**src/rtl/core/oas_pkg.sv**
```systemverilog
`timescale 1ns / 1ps

package oas_pkg;

    localparam int PLAN_DEPTH = 8;
    localparam int LEN_W      = 4;
    localparam int POS_W      = 3;
    localparam int DIST_W     = 9;
    localparam int SPEED_W    = 16;
    localparam int MS_W       = 9;

    localparam logic [2:0] TRIES_PER_SIDE = 3'd3;
    localparam logic [2:0] UTURN_PULSES   = 3'd6;

    localparam logic [MS_W-1:0] MS_BACKUP_BOTH = 9'd500;
    localparam logic [MS_W-1:0] MS_ESCAPE_BOTH = 9'd400;
    localparam logic [MS_W-1:0] MS_SIDE_TURN   = 9'd300;
    localparam logic [MS_W-1:0] MS_BACKUP      = 9'd200;
    localparam logic [MS_W-1:0] MS_SETTLE      = 9'd60;
    localparam logic [MS_W-1:0] MS_UTURN       = 9'd350;

    localparam logic [1:0] SCAN_GO_RIGHT = 2'd1;
    localparam logic [1:0] SCAN_TRAPPED  = 2'd2;

    // Configuration register indexes.
    localparam logic CFG_THRESHOLD = 1'b0;
    localparam logic CFG_SPEED     = 1'b1;

    typedef enum logic [2:0] {
        CMD_FACE   = 3'd0,
        CMD_STOP   = 3'd1,
        CMD_FWD    = 3'd2,
        CMD_BACK   = 3'd3,
        CMD_LEFT   = 3'd4,
        CMD_RIGHT  = 3'd5,
        CMD_WAIT   = 3'd6,
        CMD_CENTER = 3'd7
    } t_cmd;

    typedef enum logic [1:0] {
        FACE_CALM = 2'd0,
        FACE_WARN = 2'd1,
        FACE_GLUM = 2'd2
    } t_face;

    typedef enum logic [1:0] {
        PH_DRIVE = 2'd0,
        PH_TRIAL = 2'd2,
        PH_UTURN = 2'd3
    } t_phase;

    typedef struct packed {
        t_phase     phase;
        logic       turn_right;
        logic [2:0] try_count;
        logic       side_switches;
    } t_ctl;

    typedef struct packed {
        t_cmd            cmd;
        logic [MS_W-1:0] ms;
        t_face           face;
    } t_entry;

    function automatic t_entry mk_cmd(input t_cmd c);
        t_entry e;
        e.cmd  = c;
        e.ms   = '0;
        e.face = FACE_CALM;
        return e;
    endfunction

    function automatic t_entry mk_wait(input logic [MS_W-1:0] ms);
        t_entry e;
        e.cmd  = CMD_WAIT;
        e.ms   = ms;
        e.face = FACE_CALM;
        return e;
    endfunction

    function automatic t_entry mk_face(input t_face f);
        t_entry e;
        e.cmd  = CMD_FACE;
        e.ms   = '0;
        e.face = f;
        return e;
    endfunction

    function automatic logic is_move(input t_cmd c);
        return (c == CMD_FWD) || (c == CMD_BACK) || (c == CMD_LEFT) || (c == CMD_RIGHT);
    endfunction

endpackage

```
**src/rtl/core/oas_plan.sv**
```systemverilog
`timescale 1ns / 1ps

// Builds the whole command list of one tick and the control state that follows it.
module oas_plan import oas_pkg::*; (
    input  t_ctl                    i_state,
    input  logic [DIST_W-1:0]       i_threshold,
    input  logic                    i_ir_left_clear,
    input  logic                    i_ir_right_clear,
    input  logic [DIST_W-1:0]       i_front_distance,
    input  logic [1:0]              i_scan_path,
    input  logic [DIST_W-1:0]       i_recheck_distance,
    output t_ctl                    o_next,
    output t_entry [PLAN_DEPTH-1:0] o_plan,
    output logic [LEN_W-1:0]        o_len
);

    logic [2:0] tn;
    logic       recheck_far;

    assign tn          = i_state.try_count + 3'd1;
    assign recheck_far = i_recheck_distance > i_threshold;

    always_comb begin
        o_plan = '0;
        o_len  = '0;
        o_next = i_state;
        if (!i_ir_left_clear || !i_ir_right_clear) begin
            o_plan[0] = mk_face(FACE_WARN);
            o_plan[1] = mk_cmd(CMD_STOP);
            if (!i_ir_left_clear && !i_ir_right_clear) begin
                o_plan[2] = mk_cmd(CMD_BACK);
                o_plan[3] = mk_wait(MS_BACKUP_BOTH);
                o_plan[4] = mk_cmd(CMD_LEFT);
                o_plan[5] = mk_wait(MS_ESCAPE_BOTH);
                o_plan[6] = mk_cmd(CMD_CENTER);
                o_plan[7] = mk_cmd(CMD_FWD);
                o_len     = 4'd8;
            end else begin
                o_plan[2] = mk_cmd(i_ir_left_clear ? CMD_LEFT : CMD_RIGHT);
                o_plan[3] = mk_wait(MS_SIDE_TURN);
                o_plan[4] = mk_cmd(CMD_CENTER);
                o_plan[5] = mk_cmd(CMD_FWD);
                o_len     = 4'd6;
            end
            o_next.phase     = PH_DRIVE;
            o_next.try_count = '0;
        end else if (i_front_distance == '0 || i_front_distance > i_threshold) begin
            o_plan[0]    = mk_cmd(CMD_FWD);
            o_plan[1]    = mk_cmd(CMD_CENTER);
            o_plan[2]    = mk_face(FACE_CALM);
            o_len        = 4'd3;
            o_next.phase = PH_DRIVE;
        end else begin
            case (i_state.phase)
                PH_DRIVE: begin
                    o_plan[0] = mk_face(FACE_WARN);
                    o_plan[1] = mk_cmd(CMD_STOP);
                    o_plan[2] = mk_cmd(CMD_BACK);
                    o_plan[3] = mk_wait(MS_BACKUP);
                    o_plan[4] = mk_cmd(CMD_STOP);
                    if (i_scan_path == SCAN_TRAPPED) begin
                        // The try count is kept here, so a leftover count shortens the U-turn.
                        o_plan[5]    = mk_face(FACE_GLUM);
                        o_len        = 4'd6;
                        o_next.phase = PH_UTURN;
                    end else begin
                        o_len                = 4'd5;
                        o_next.turn_right    = (i_scan_path == SCAN_GO_RIGHT);
                        o_next.try_count     = '0;
                        o_next.side_switches = 1'b0;
                        o_next.phase         = PH_TRIAL;
                    end
                end
                PH_TRIAL: begin
                    o_plan[0] = mk_cmd(i_state.turn_right ? CMD_RIGHT : CMD_LEFT);
                    o_plan[1] = mk_wait(MS_SIDE_TURN);
                    o_plan[2] = mk_cmd(CMD_STOP);
                    o_plan[3] = mk_wait(MS_SETTLE);
                    o_len     = 4'd4;
                    o_next.try_count = tn;
                    if (recheck_far) begin
                        o_plan[4]    = mk_cmd(CMD_CENTER);
                        o_len        = 4'd5;
                        o_next.phase = PH_DRIVE;
                    end else if (tn >= TRIES_PER_SIDE) begin
                        o_next.turn_right = ~i_state.turn_right;
                        o_next.try_count  = '0;
                        if (i_state.side_switches) begin
                            o_next.side_switches = 1'b0;
                            o_next.phase         = PH_UTURN;
                        end else begin
                            o_next.side_switches = 1'b1;
                        end
                    end
                end
                PH_UTURN: begin
                    o_plan[0] = mk_face(FACE_GLUM);
                    o_plan[1] = mk_cmd(CMD_LEFT);
                    o_plan[2] = mk_wait(MS_UTURN);
                    o_plan[3] = mk_cmd(CMD_STOP);
                    o_plan[4] = mk_wait(MS_SETTLE);
                    o_len     = 4'd5;
                    o_next.try_count = tn;
                    if (tn >= UTURN_PULSES || recheck_far) begin
                        o_plan[5]        = mk_cmd(CMD_CENTER);
                        o_len            = 4'd6;
                        o_next.phase     = PH_DRIVE;
                        o_next.try_count = '0;
                    end
                end
                default: begin
                    // The unused phase code emits nothing and changes nothing.
                    o_len = '0;
                end
            endcase
        end
    end

endmodule

```
**src/rtl/core/obstacle_avoidance_sequencer_core.sv**
```systemverilog
`timescale 1ns / 1ps

// Channel   Direction  Handshake                  Payload
// ------    ---------  -------------------------  -------------------------------------------
// input     in         i_in_valid / o_in_ready    IR flags, front and recheck distance, scan
// result    out        o_out_valid / i_out_ready  command, speed, wait, face, last flag
// config    in         i_cfg_valid / o_cfg_ready  i_cfg_index, i_cfg_data
//
// An input transaction is decoded in the cycle it is accepted: the whole command list (up to
// eight entries) and the next control state are captured at that edge. The list then drains
// from the plan buffer into the output register at one result per cycle while the output is
// not stalled; a tick has three to eight commands. The plan buffer's drain port sets the rate.
// A new input transaction is taken in the same cycle the last entry moves to the output
// register. Synchronous active-low reset clears state, speed and valids; threshold is 30.
// A stalled output holds its result and stops the drain; configuration is always ready.
module obstacle_avoidance_sequencer_core import oas_pkg::*; (
    input  logic               i_clk,
    input  logic               i_rst_n,
    input  logic               i_in_valid,
    output logic               o_in_ready,
    input  logic               i_ir_left_clear,
    input  logic               i_ir_right_clear,
    input  logic [DIST_W-1:0]  i_front_distance,
    input  logic [1:0]         i_scan_path,
    input  logic [DIST_W-1:0]  i_recheck_distance,
    output logic               o_out_valid,
    input  logic               i_out_ready,
    output logic [2:0]         o_command,
    output logic [SPEED_W-1:0] o_move_speed,
    output logic [MS_W-1:0]    o_wait_ms,
    output logic [1:0]         o_face_code,
    output logic               o_last_command,
    input  logic               i_cfg_valid,
    output logic               o_cfg_ready,
    input  logic               i_cfg_index,
    input  logic [15:0]        i_cfg_data
);

    // Configuration registers.
    logic [DIST_W-1:0]  r_threshold;
    logic [SPEED_W-1:0] r_drive_speed;

    // Control state carried from tick to tick.
    t_ctl r_state;
    t_ctl n_state;

    // Plan buffer: the decoded command list of the tick being drained.
    t_entry [PLAN_DEPTH-1:0] r_plan;
    t_entry [PLAN_DEPTH-1:0] n_plan;
    logic [LEN_W-1:0]        r_len;
    logic [LEN_W-1:0]        n_len;
    logic [POS_W-1:0]        r_pos;
    logic                    r_busy;

    // Output register.
    logic               r_out_valid;
    t_cmd               r_cmd;
    logic [SPEED_W-1:0] r_speed;
    logic [MS_W-1:0]    r_ms;
    t_face              r_face;
    logic               r_last;

    logic   s_pop;
    logic   s_last;
    logic   s_in_acc;
    t_entry s_head;

    oas_plan u_plan (
        .i_state            (r_state),
        .i_threshold        (r_threshold),
        .i_ir_left_clear    (i_ir_left_clear),
        .i_ir_right_clear   (i_ir_right_clear),
        .i_front_distance   (i_front_distance),
        .i_scan_path        (i_scan_path),
        .i_recheck_distance (i_recheck_distance),
        .o_next             (n_state),
        .o_plan             (n_plan),
        .o_len              (n_len)
    );

    assign s_head   = r_plan[r_pos];
    assign s_last   = ({1'b0, r_pos} == (r_len - 4'd1));
    assign s_pop    = r_busy && (!r_out_valid || i_out_ready);
    assign o_in_ready = !r_busy || (s_pop && s_last);
    assign s_in_acc = i_in_valid && o_in_ready;
    assign o_cfg_ready = 1'b1;

    always_ff @(posedge i_clk) begin
        if (!i_rst_n) begin
            r_threshold   <= 9'd30;
            r_drive_speed <= '0;
            r_state       <= '{phase: PH_DRIVE, turn_right: 1'b0, try_count: 3'd0,
                               side_switches: 1'b0};
            r_busy        <= 1'b0;
            r_pos         <= '0;
            r_len         <= '0;
            r_out_valid   <= 1'b0;
        end else begin
            if (i_cfg_valid) begin
                case (i_cfg_index)
                    CFG_THRESHOLD: r_threshold   <= i_cfg_data[DIST_W-1:0];
                    CFG_SPEED:     r_drive_speed <= i_cfg_data[SPEED_W-1:0];
                    default: ;
                endcase
            end

            // Drain one plan entry into the output register when it is free.
            if (s_pop) begin
                r_out_valid <= 1'b1;
                r_cmd       <= s_head.cmd;
                r_speed     <= is_move(s_head.cmd) ? r_drive_speed : '0;
                r_ms        <= s_head.ms;
                r_face      <= s_head.face;
                r_last      <= s_last;
            end else if (i_out_ready) begin
                r_out_valid <= 1'b0;
            end

            // A new tick overwrites the buffer once its last entry has left; otherwise the
            // drain position steps forward with each entry that moves out.
            if (s_in_acc) begin
                r_state <= n_state;
                r_plan  <= n_plan;
                r_len   <= n_len;
                r_pos   <= '0;
                r_busy  <= (n_len != '0);
            end else if (s_pop) begin
                r_pos <= r_pos + 3'd1;
                if (s_last) begin
                    r_busy <= 1'b0;
                end
            end
        end
    end

    assign o_out_valid    = r_out_valid;
    assign o_command      = r_cmd;
    assign o_move_speed   = r_speed;
    assign o_wait_ms      = r_ms;
    assign o_face_code    = r_face;
    assign o_last_command = r_last;

    // While the buffer is busy, the drain position stays inside the captured list.
    a_pos_in_list: assert property (@(posedge i_clk) disable iff (!i_rst_n)
        r_busy |-> (r_len != '0) && ({1'b0, r_pos} < r_len))
        else $error("plan position outside the captured list");

    // The pulse counter never reaches the U-turn limit between ticks.
    a_try_bound: assert property (@(posedge i_clk) disable iff (!i_rst_n)
        r_state.try_count < UTURN_PULSES)
        else $error("try count out of range");

    // Non-move results carry no speed.
    a_speed_only_moves: assert property (@(posedge i_clk) disable iff (!i_rst_n)
        (r_out_valid && !is_move(r_cmd)) |-> (r_speed == '0))
        else $error("speed on a non-move command");

    // Only wait commands carry a hold time.
    a_ms_only_wait: assert property (@(posedge i_clk) disable iff (!i_rst_n)
        (r_out_valid && (r_cmd != CMD_WAIT)) |-> (r_ms == '0))
        else $error("hold time on a non-wait command");

    // A new tick is never taken while earlier entries of the buffer are still pending.
    a_no_overrun: assert property (@(posedge i_clk) disable iff (!i_rst_n)
        (s_in_acc && r_busy) |-> (s_pop && s_last))
        else $error("plan buffer overwritten before drained");

endmodule
```
**config.mk**
```make
export PLATFORM = sky130hd
export DESIGN_NAME = obstacle_avoidance_sequencer_core
export DESIGN_NICKNAME = d
export VERILOG_FILES = /design/src/rtl/core/oas_pkg.sv /design/src/rtl/core/oas_plan.sv /design/src/rtl/core/obstacle_avoidance_sequencer_core.sv
export SDC_FILE = /design/constraint.sdc
export NUM_CORES = 1
export LEC_CHECK = 0
export BUFFER_PORTS_ARGS = -buffer_cell sky130_fd_sc_hd__buf_2
export CAP_MARGIN = 30
export CORE_MARGIN = 8
export CORE_UTILIZATION = 45
export CTS_CLUSTER_DIAMETER = 150
export DETAILED_ROUTE_END_ITERATION = 10
export PLACE_DENSITY = 0.67
export RECOVER_POWER = 25
export SLEW_MARGIN = 25
export SYNTH_ARGS = -nofsm -noshare
export SYNTH_HDL_FRONTEND = slang
export SYNTH_HIERARCHICAL = 1
export SYNTH_SLANG_ARGS = --single-unit
```
**constraint.sdc**
```tcl
create_clock -name i_clk -period 4.6 [get_ports i_clk]
set_clock_uncertainty 0.05 [all_clocks]
set_input_delay 0.23 -clock i_clk [delete_from_list [all_inputs] [get_ports i_clk]]
set_output_delay 0.23 -clock i_clk [all_outputs]
set_load 0.03 [all_outputs]
```
==> results_dict.tcl, run 1 <==
set metrics [dict create \
    seq_power_share_pct 52.8 \
    synth_async_sr_flop_share_pct 0 \
    relSlewSlack_pct -31.9 \
    clk_latency_ps 430 \
    p_switching_mw 0.828 \
    antenna_cells 0 \
    pwr_density_cell_nw_per_um2 371 \
    gr-total-overflow 0 \
    pre_cts_ws_ps 1230 \
    regArea_um2 5120 \
    fp.dieH_um 156 \
    cts.clk_slew.worst_paths_ps 70 \
    fillers 1712 \
    ios 78 \
    failed_checks "capacitance limit, slew limit" \
    worstSetupEndpointType "flop" \
    synth_seq_cells 184 \
    wirelength_um 15900 \
    slew_violations 86 \
    drtIter0Drc 426 \
    path_class "reg2reg" \
    pwr-share-comb_pct 9.0 \
    antenna_found_initial 0 \
    post-route-worst-setup-slack_ps 1170 \
    start_kind "flop" \
    rsz0062_at_grt "no" \
    dpl_cell_area_um2 9060 \
    initial_core_util_pct 45.7 \
    final-setup-viol-count 0 \
    drt_drc_violations_left 0 \
    ys_types 67 \
    critPathSlowestCell "and2_4" \
    dp.final_hpwl_um 11000 \
    final_common_cell "edfxtp_1" \
    ir_drop_mv 0.206 \
    finish.instance_area_um2 9640 \
    worst-slew-pin-transition_ps 1980 \
    dp.cells 966 \
    finish.utilization_pct 49.7 \
    yosys_warnings 6 \
    die_area_um2 24500 \
    via_per_inst 4.91 \
    cp_num_cells 8 \
    syn_area_um2 8870 \
    dieWidth_um 156 \
    grt_max_degree 61 \
    crit_chain "inv_1 > ha_1 > xnor2_1 > nor3_1 > o211ai_2 > a21boi_4 > and2_4 > buf_12" \
    synthCells 674 \
    power_mw 3.57 \
    max_stage_delay_ps 710 \
    num_rows 51 \
    cts_tree "yes" \
    swShare_pct 23.2 \
    grt_pass1_vias 5085 \
    synth-seq-area-share_pct 57.6 \
    final_cell_mix "143 x edfxtp_1, 94 x nand2_1, 64 x conb_1, 42 x buf_2, 40 x dfxtp_1" \
    cts.sinks 184 \
    dominantRegCellSynth "edfxtp_1" \
    worstPathArrival_ps 3470 \
    whs_ps 22.5 \
    synth_edf_count 143 \
    p_clk_share_pct 38.1 \
    leakage_nw 3.53 \
    finalCriticalPeriod_ps 3430 \
    critPathTopFamily "simple AND/OR/NAND/NOR gates" \
    cts-root-buf "clkbuf_16" \
    gp_congestion 0.853 \
    via_count 4936 \
    grt_usage_pct 13.2 \
    hold_class "in2reg" \
    routedWlPerCell_um 15.8 \
    drive_gt1_share_pct 18.4 \
    htreeDepth 4 \
    grt_first_pass_wirelength_um 25200 \
    intPower_mw 2.75 \
    area_delta_synth_final_pct 8.63 \
    maxCapViolCount 2 \
    final_cells 1005 \
    syn_avg_cell_area_um2 13.2 \
    setup_tns_ps 0 \
    crit_fanout 60 \
    design.core.area_um2 19400 \
    critical_path_buf_inv_count 2 \
    fmax_mhz 292 \
    post_cts_buffers 0 \
    cts_max_path_buffers 2 \
    status "finished with violations" \
    multi_input_area_um2 3080 \
    period_share_pct 74.5 \
    nets 800 \
    hold_violations 0 \
    drt-pass1-iter-count 7 \
    whs_path_depth 3 \
    reg2regPathDepth 8 \
    numCtsBuffers 17 \
    port_buffers 76 \
    cp.required_ps 4640 \
    ant_nets 0 \
]
## state kept, by name (all words and copies together) (netlist names)
| name | count |
|---|---|
| r_plan | 112 |
| o_wait_ms | 9 |
| r_drive_speed | 16 |
| r_state | 7 |
| o_move_speed | 16 |
| r_busy | 1 |
| o_command | 3 |
| r_len | 4 |
| o_face_code | 2 |
| r_pos | 3 |
| o_out_valid | 1 |
| r_threshold | 9 |
| o_last_command | 1 |
## routing by layer
layer	track usage, %	wire (µm)	up-vias	part of all wire, %
li1	-	-	2399	-
met1	15.5	6630	2421	42
met2	22.8	8350	97	53
met3	3.20	633	19	4.0
met4	5.26	264	0	1.7
met5	0	0	-	0
## tightest hold or removal path, stage by stage
cell and delay [ps]:
buf_2 110, nand2_1 50, a21boi_0 60
## Yosys cell counts, types with 2 or more instances
library cell	number	area share, %
a21o_1	4	0.34
buf_6	4	0.51
nand3_1	11	0.62
nor3_1	5	0.28
o31ai_1	3	0.25
mux2_2	14	1.8
conb_1	2	0.085
nor3b_1	4	0.34
mux4_1	4	1.2
o22ai_1	2	0.14
o31a_1	2	0.20
and2_1	23	1.6
xnor2_1	3	0.30
mux4_2	24	6.1
buf_2	3	0.17
o21a_1	2	0.17
a32o_1	3	0.34
xor2_1	5	0.49
edfxtp_1	143	48
nor3_2	2	0.23
inv_1	22	0.93
buf_4	90	7.6
and3_1	3	0.21
o21ai_0	10	0.56
or3_1	2	0.14
mux2i_1	12	1.4
a21boi_0	23	1.9
dfxtp_1	41	9.2
nor2_1	12	0.51
o41ai_1	2	0.20
ha_1	29	4.1
or4_4	2	0.25
a21oi_2	3	0.30
nand2_1	94	4.0
nand2b_1	5	0.35
nor2b_1	4	0.28
a21oi_1	10	0.56
nor4_1	2	0.14
clkbuf_1	17	0.72
## kinds of logic after synthesis
logic type,share of synthesized area (%)
xor gates and xnor gates,0.790
adders and majority gates,4.09
buffers and inverters,10.2
and+or+nand+nor,9.52
DFF,57.6
AOI/OAI and AO/OA,7.23
muxes,10.4
other,0.0846
## area by class of cell
cell class	count	share of cell area, %
multi-input cells	412	32.0
repair buffers	89	4.75
flip-flops and latches	184	53.1
inverters	23	0.896
well taps	265	3.44
clock buffers	20	4.96
clock inverters	12	0.934
## final timing paths
kind / end / start / slack, ps
setup / recovery: r_plan[79] / r_len[0] / 1170
hold / removal: r_drive_speed[0] / i_cfg_data[0] / 20
setup reg to reg: r_plan[79] / r_len[0] / 1170
hold reg to reg: r_drive_speed[6] / r_drive_speed[6] / 420
## repair_timing
action                                 4_1_cts  5_1_grt
gates resized for setup                      0        0
endpoints found under the hold margin        7        0
setup endpoints to repair                    0        0
hold buffers                                 7        0
## power by group through the flow
| stage | logic, mW | registers (mW) | clock network, mW |
|---|---|---|---|
| after global placement | 0.312 | 1.92 | 0 |
| final | 0.323 | 1.89 | 1.36 |
| after CTS | 0.330 | 1.89 | 1.40 |
| after global routing | 0.357 | 1.89 | 1.47 |
| after detailed placement | 0.324 | 1.92 | 0 |
| after floorplan | 0.264 | 1.94 | 0 |
Power figures use the tool's default switching activity.
==> inputs of run 2 (changes only) <==
--- a/config.mk
+++ b/config.mk
@@ -5,6 +5,7 @@
 export SDC_FILE = /design/constraint.sdc
 export NUM_CORES = 1
 export LEC_CHECK = 0
+export ABC_AREA = 1
 export BUFFER_PORTS_ARGS = -buffer_cell sky130_fd_sc_hd__buf_2
 export CAP_MARGIN = 30
 export CORE_MARGIN = 8
==> constraint.sdc (replaced) <==
create_clock -name i_clk -period 2.9 [get_ports i_clk]
set_clock_uncertainty 0.05 [all_clocks]
set_input_delay 0.145 -clock i_clk [delete_from_list [all_inputs] [get_ports i_clk]]
set_output_delay 0.145 -clock i_clk [all_outputs]
set_load 0.03 [all_outputs]
==> run 2 against run 1 <==
The run now ends clean. Count of clock-buffer cells in the layout shrank 2. Die area grew 1.1%. Sequential cell count is the same. Maximum frequency grew 39%. Via count grew 21%.
==> results_dict.tcl, run 2 <==
set metrics [dict create \
    antenna_found_initial 1 \
    crit_fanout 7 \
    hold_class "in2reg" \
    ant_nets 0 \
    largest_reg_flops 112 \
    grt_max_degree 60 \
    rsz0062_at_grt "no" \
    p_switching_mw 1.46 \
    finalCriticalPeriod_ps 2470 \
    status "finished, final reports clean" \
    synth_async_sr_flop_share_pct 0 \
    htreeDepth 4 \
    start_kind "flop" \
    cts.sinks 184 \
    path_class "reg2reg" \
    design.core.area_um2 19500 \
    hold_violations 0 \
    seq_power_share_pct 51.0 \
    synth_seq_cells 184 \
    cts.clk_slew.worst_paths_ps 70 \
    post_cts_resize_count 0 \
    critPathSlowestCell "o41ai_1" \
    port_buffers 76 \
    via_count 5975 \
    finish.instance_area_um2 9940 \
    p_clk_share_pct 38.4 \
    worstPathArrival_ps 2720 \
    dpl_cell_area_um2 9230 \
    r2r_slack_ps 430 \
    postCtsHoldBufs 18 \
    ios 78 \
    regMostFlops "r_plan" \
    die_area_um2 24700 \
    via_per_inst 4.76 \
    cpMostUsedCell "nand3_1" \
    dp.final_hpwl_um 11900 \
    yosys_warnings 6 \
    wirelength_um 17900 \
    ys_top_cells_by_area "edfxtp_1 48%, dfxtp_1 9.1%, buf_4 7.6%" \
    maxCapViolCount 0 \
    post_cts_buffers 0 \
    area_delta_synth_final_pct 10.7 \
    dieWidth_um 157 \
    worst-slew-pin-transition_ps 890 \
    nets 1048 \
    post-route-worst-setup-slack_ps 430 \
    gr-total-overflow 0 \
    ir_drop_mv 0.383 \
    numCtsBuffers 17 \
    intPower_mw 4.44 \
    drive_gt1_share_pct 12.4 \
    syn_area_um2 8980 \
    drtIter0Drc 422 \
    critPathTopFamily "simple AND/OR/NAND/NOR gates" \
    gp_congestion 0.901 \
    ys_types 39 \
    final_common_cell "nand2_1" \
    leakage_nw 4.03 \
    synth_top_cells_by_count "149 x nand2_1, 143 x edfxtp_1, 113 x nor2_1" \
    synth-seq-area-share_pct 56.9 \
    cp.required_ps 3150 \
    pwr_density_cell_nw_per_um2 593 \
    fp.dieH_um 157 \
    drt-pass1-iter-count 5 \
    grt_pass1_vias 5840 \
    synthCells 906 \
    cts-root-buf "clkbuf_16" \
    slew_violations 0 \
    drt_drc_violations_left 0 \
    final_cells 1255 \
    period_share_pct 85.2 \
    synth_top_area_cell "edfxtp_1" \
    routedWlPerCell_um 14.3 \
    crit_chain "inv_1 > ha_1 > nand2_1 > nor2_1 > nand3b_1 > nand3_1 > nand2_1 > nand3_1 > nand3_1 > nand3_1 > o21ai_0 > o41ai_1 > a21oi_1" \
    critical_path_buf_inv_count 1 \
    syn_avg_cell_area_um2 9.92 \
    relSlewSlack_pct 40.7 \
    final_cell_mix "149 x nand2_1, 143 x edfxtp_1, 111 x nor2_1, 80 x o21ai_0" \
    fmax_mhz 405 \
    grt_usage_pct 14.8 \
    num_rows 51 \
    whs_ps 60.6 \
    clk_latency_ps 420 \
    pre_cts_ws_ps 421 \
    initial_core_util_pct 46.0 \
    dp.cells 1203 \
    final-setup-viol-count 0 \
    dominantRegCellSynth "edfxtp_1" \
    synth_most_common_cell "nand2_1" \
    synth_edf_count 143 \
    cts_tree "yes" \
    max_stage_delay_ps 380 \
    power_mw 5.90 \
    pwr-share-comb_pct 10.6 \
    worstSetupEndpointType "flop" \
    synth_top_area_share_pct 47.8 \
    grt_first_pass_wirelength_um 28700 \
    cts_max_path_buffers 2 \
    swShare_pct 24.7 \
]
## run 2: worst register-to-register path, stage by stage (launching register included)
cell,delay (ps)
dfxtp_1,330
inv_1,60
ha_1,290
nand2_1,70
nor2_1,180
nand3b_1,100
nand3_1,160
nand2_1,170
nand3_1,170
nand3_1,100
nand3_1,80
o21ai_0,120
o41ai_1,380
a21oi_1,100
## run 2: per-stage QoR
stage	utilization (%)	TNS, ps
6_report	50.9	0
5_1_grt	50.9	0
4_1_cts	51.2	0
3_5_place_dp	47.3	0
3_3_place_gp	47.3	0
2_1_floorplan	-	-64040
## run 2: power by group through the flow
| stage | combinational, mW | sequential, mW | clock, mW |
|---|---|---|---|
| 2_1_floorplan | 0.480 | 3.10 | 0 |
| 3_3_place_gp | 0.603 | 3.06 | 0 |
| 3_5_place_dp | 0.614 | 3.06 | 0 |
| 4_1_cts | 0.636 | 3.01 | 2.32 |
| 5_1_grt | 0.705 | 3.02 | 2.41 |
| 6_report | 0.625 | 3.01 | 2.26 |
## run 2: per-layer routing
| metal | routed length [µm] | global-route usage, % | up-vias | share of wire [%] |
|---|---|---|---|---|
| met4 | 348 | 6.07 | 0 | 1.9 |
| met3 | 768 | 3.32 | 31 | 4.3 |
| met5 | 0 | 0 | - | 0 |
| met1 | 7840 | 18.2 | 2782 | 44 |
| met2 | 8990 | 24.6 | 116 | 50 |
| li1 | - | - | 3046 | - |
## run 2: final timing paths
path                          from          endpoint  cells past startpoint
hold reg to reg   r_drive_speed[4]  r_drive_speed[4]                      2
setup / recovery    r_threshold[8]            r_busy                     13
hold / removal             i_rst_n            r_busy                      3
setup reg to reg    r_threshold[8]            r_busy                     13
## run 2: final cells by class
cell class	instances	area, µm²
antenna	2	5.00
fill	1797	9580
tap	265	332
multi-input combinational	592	3010
inverter	70	265
sequential	184	5120
clock buffer	18	429
clock inverter	14	148
timing repair buffer	110	641
## run 2: cell families after synthesis
family	synth area share, %
xor+xnor	0.390
simple gates	16.6
fa+ha+maj	4.04
flops	56.9
buf+inv	12.4
compound gates	9.54
other cells	0.0836
==> inputs of run 3 (changes only) <==
--- a/config.mk
+++ b/config.mk
@@ -12,7 +12,7 @@
 export CORE_UTILIZATION = 45
 export CTS_CLUSTER_DIAMETER = 150
 export DETAILED_ROUTE_END_ITERATION = 10
-export PLACE_DENSITY = 0.67
+export PLACE_DENSITY = 0.62
 export RECOVER_POWER = 25
 export SLEW_MARGIN = 25
 export SYNTH_ARGS = -nofsm -noshare
==> run 3 against run 2 <==
Hold slack improved by 20 ps. Largest cell class unchanged. Largest power group unchanged. Utilization down 0.18 points. Global-route usage fell by 0.40 points.
==> results_dict.tcl, run 3 (synthesized netlist as in run 2, its figures left out) <==
set metrics [dict create \
    status "finished, final reports clean" \
    initial_core_util_pct 46.0 \
    grt_pass1_vias 5493 \
    reg2regPathDepth 12 \
    num_rows 51 \
    largest_reg_flops 112 \
    post_cts_buffers 0 \
    antenna_found_initial 0 \
    regMostFlops "r_plan" \
    nets 1045 \
    drive_gt1_share_pct 12.5 \
    grt_max_degree 74 \
    fillers 1800 \
    dr_wl_met2_um 8400 \
    period_share_pct 85.5 \
    hold_path_end "r_busy" \
    worstSetupEndpointType "flop" \
    crit_path_start "r_len[1]" \
    final-setup-viol-count 0 \
    area_delta_synth_final_pct 10.3 \
    relSlewSlack_pct 43.4 \
    hold_start "i_rst_n" \
    final_cell_mix "149 x nand2_1, 143 x edfxtp_1, 111 x nor2_1, 80 x o21ai_0" \
    drt-pass1-iter-count 5 \
    antenna_cells 0 \
    cts_tree "yes" \
    gr-total-overflow 0 \
    cts-root-buf "clkbuf_16" \
    final_common_cell "nand2_1" \
    leakage_nw 4.02 \
    die_area_um2 24700 \
    ant_nets 0 \
    grt_usage_pct 14.4 \
    fp.dieH_um 157 \
    max_stage_delay_ps 430 \
    critPathTopFamily "simple AND/OR/NAND/NOR gates" \
    r2r_slack_ps 420 \
    critical_path_buf_inv_count 3 \
    worst-slew-pin-transition_ps 847 \
    met1_length_um 8160 \
    top_layer "met4" \
    crit_chain "inv_1 > ha_1 > nand2_1 > inv_1 > nor2_1 > nand2_1 > nor2_1 > nand3_1 > nand2_2 > nand2_2 > nor2_4 > buf_4" \
    wirelength_um 17600 \
    via_count 5956 \
    slew_violations 0 \
    htreeDepth 4 \
    drt_drc_violations_left 0 \
    post-route-worst-setup-slack_ps 421 \
    dieWidth_um 157 \
    dp.final_hpwl_um 11800 \
    reg2reg_from "r_len[1]" \
    clk_latency_ps 420 \
    cp.required_ps 2920 \
    routedWlPerCell_um 14.0 \
    hold_violations 0 \
    numCtsBuffers 17 \
    pwr_density_cell_nw_per_um2 587 \
    rsz0062_at_grt "no" \
    gp_congestion 0.879 \
    grt_first_pass_wirelength_um 27900 \
    drtIter0Drc 457 \
    maxCapViolCount 0 \
    hold_class "in2reg" \
    path_class "reg2reg" \
    cts.clk_slew.worst_paths_ps 70 \
    pre_cts_ws_ps 438 \
    cts_max_path_buffers 2 \
    ios 78 \
    port_buffers 76 \
    finalCriticalPeriod_ps 2480 \
    fmax_mhz 403 \
    via_per_inst 4.76 \
    cts.sinks 184 \
    design.core.area_um2 19500 \
    crit_fanout 39 \
    ir_drop_mv 0.416 \
    worstPathArrival_ps 2500 \
    power_mw 5.82 \
    critPathSlowestCell "buf_4" \
    routed-wl-met3_um 832 \
    start_kind "flop" \
    whs_path_depth 3 \
    reg2reg_to "r_plan[51]" \
]
[run 3: changes by cell type in the layout (fill, tap and decap cells not counted), moves of 2 or more]
cell,delta
buf_4,-2
bufinv_16,-2
clkbuf_1,-2
clkbuf_8,+2
clkinvlp_4,-2
diode_2,-2
inv_4,+2
[run 3: power breakdown]
part | switching, mW | internal [mW]
logic | 0.423 | 0.189
clock network | 1.02 | 1.17
registers | 0.0425 | 2.97
total | 1.48 | 4.33
[run 3: final cells by class]
class	instances	area, µm²	share of cell area (%)
Multi-Input combinational cell	592	3010	30.3
Timing Repair Buffer	107	622	6.28
Tap cell	265	332	3.35
Sequential cell	184	5120	51.7
Inverter	70	265	2.68
Clock inverter	13	113	1.14
Clock buffer	19	453	4.57
[run 3: worst max-delay path by stage]
stage | cells past startpoint | endpoint
finish | 12 | r_plan[51]
global route | 13 | r_busy
CTS | 12 | r_plan[32]
detailed placement | 12 | r_plan[59]
global placement | 12 | r_plan[73]
floorplan | 12 | r_plan[0]
[run 3: layer usage]
layer	track usage, %	vias to the layer above
li1	-	3055
met1	19.3	2767
met2	22.6	120
met3	3.56	14
met4	4.13	0
met5	0	-
[run 3: timing repair]
item                       in CTS  in global routing
setup endpoints to repair       0                  0
hold buffers                   18                  0
hold endpoints to repair       27                  0
resized for setup               0                  0
[run 3: through the flow]
stage | hold WS [ps] | TNS (ps) | cells | cell area (µm²) | utilization [%]
6_report | 80.3 | 0 | 1250 | 9910 | 50.7
3_3_place_gp | 343 | 0 | 1200 | 9210 | 47.2
2_1_floorplan | 221 | -64040 | 968 | 9230 | -
3_5_place_dp | 327 | 0 | 1200 | 9210 | 47.2
5_1_grt | 73.3 | 0 | 1250 | 9910 | 50.7
4_1_cts | 52.5 | 0 | 1250 | 9960 | 51.0
[run 3: worst register-to-register path: stages, from the launching register on]
cell,delay [ps]
dfxtp_1,350
inv_1,50
ha_1,290
nand2_1,70
inv_1,40
nor2_1,80
nand2_1,80
nor2_1,90
nand3_1,90
nand2_2,90
nand2_2,190
nor2_4,200
buf_4,430
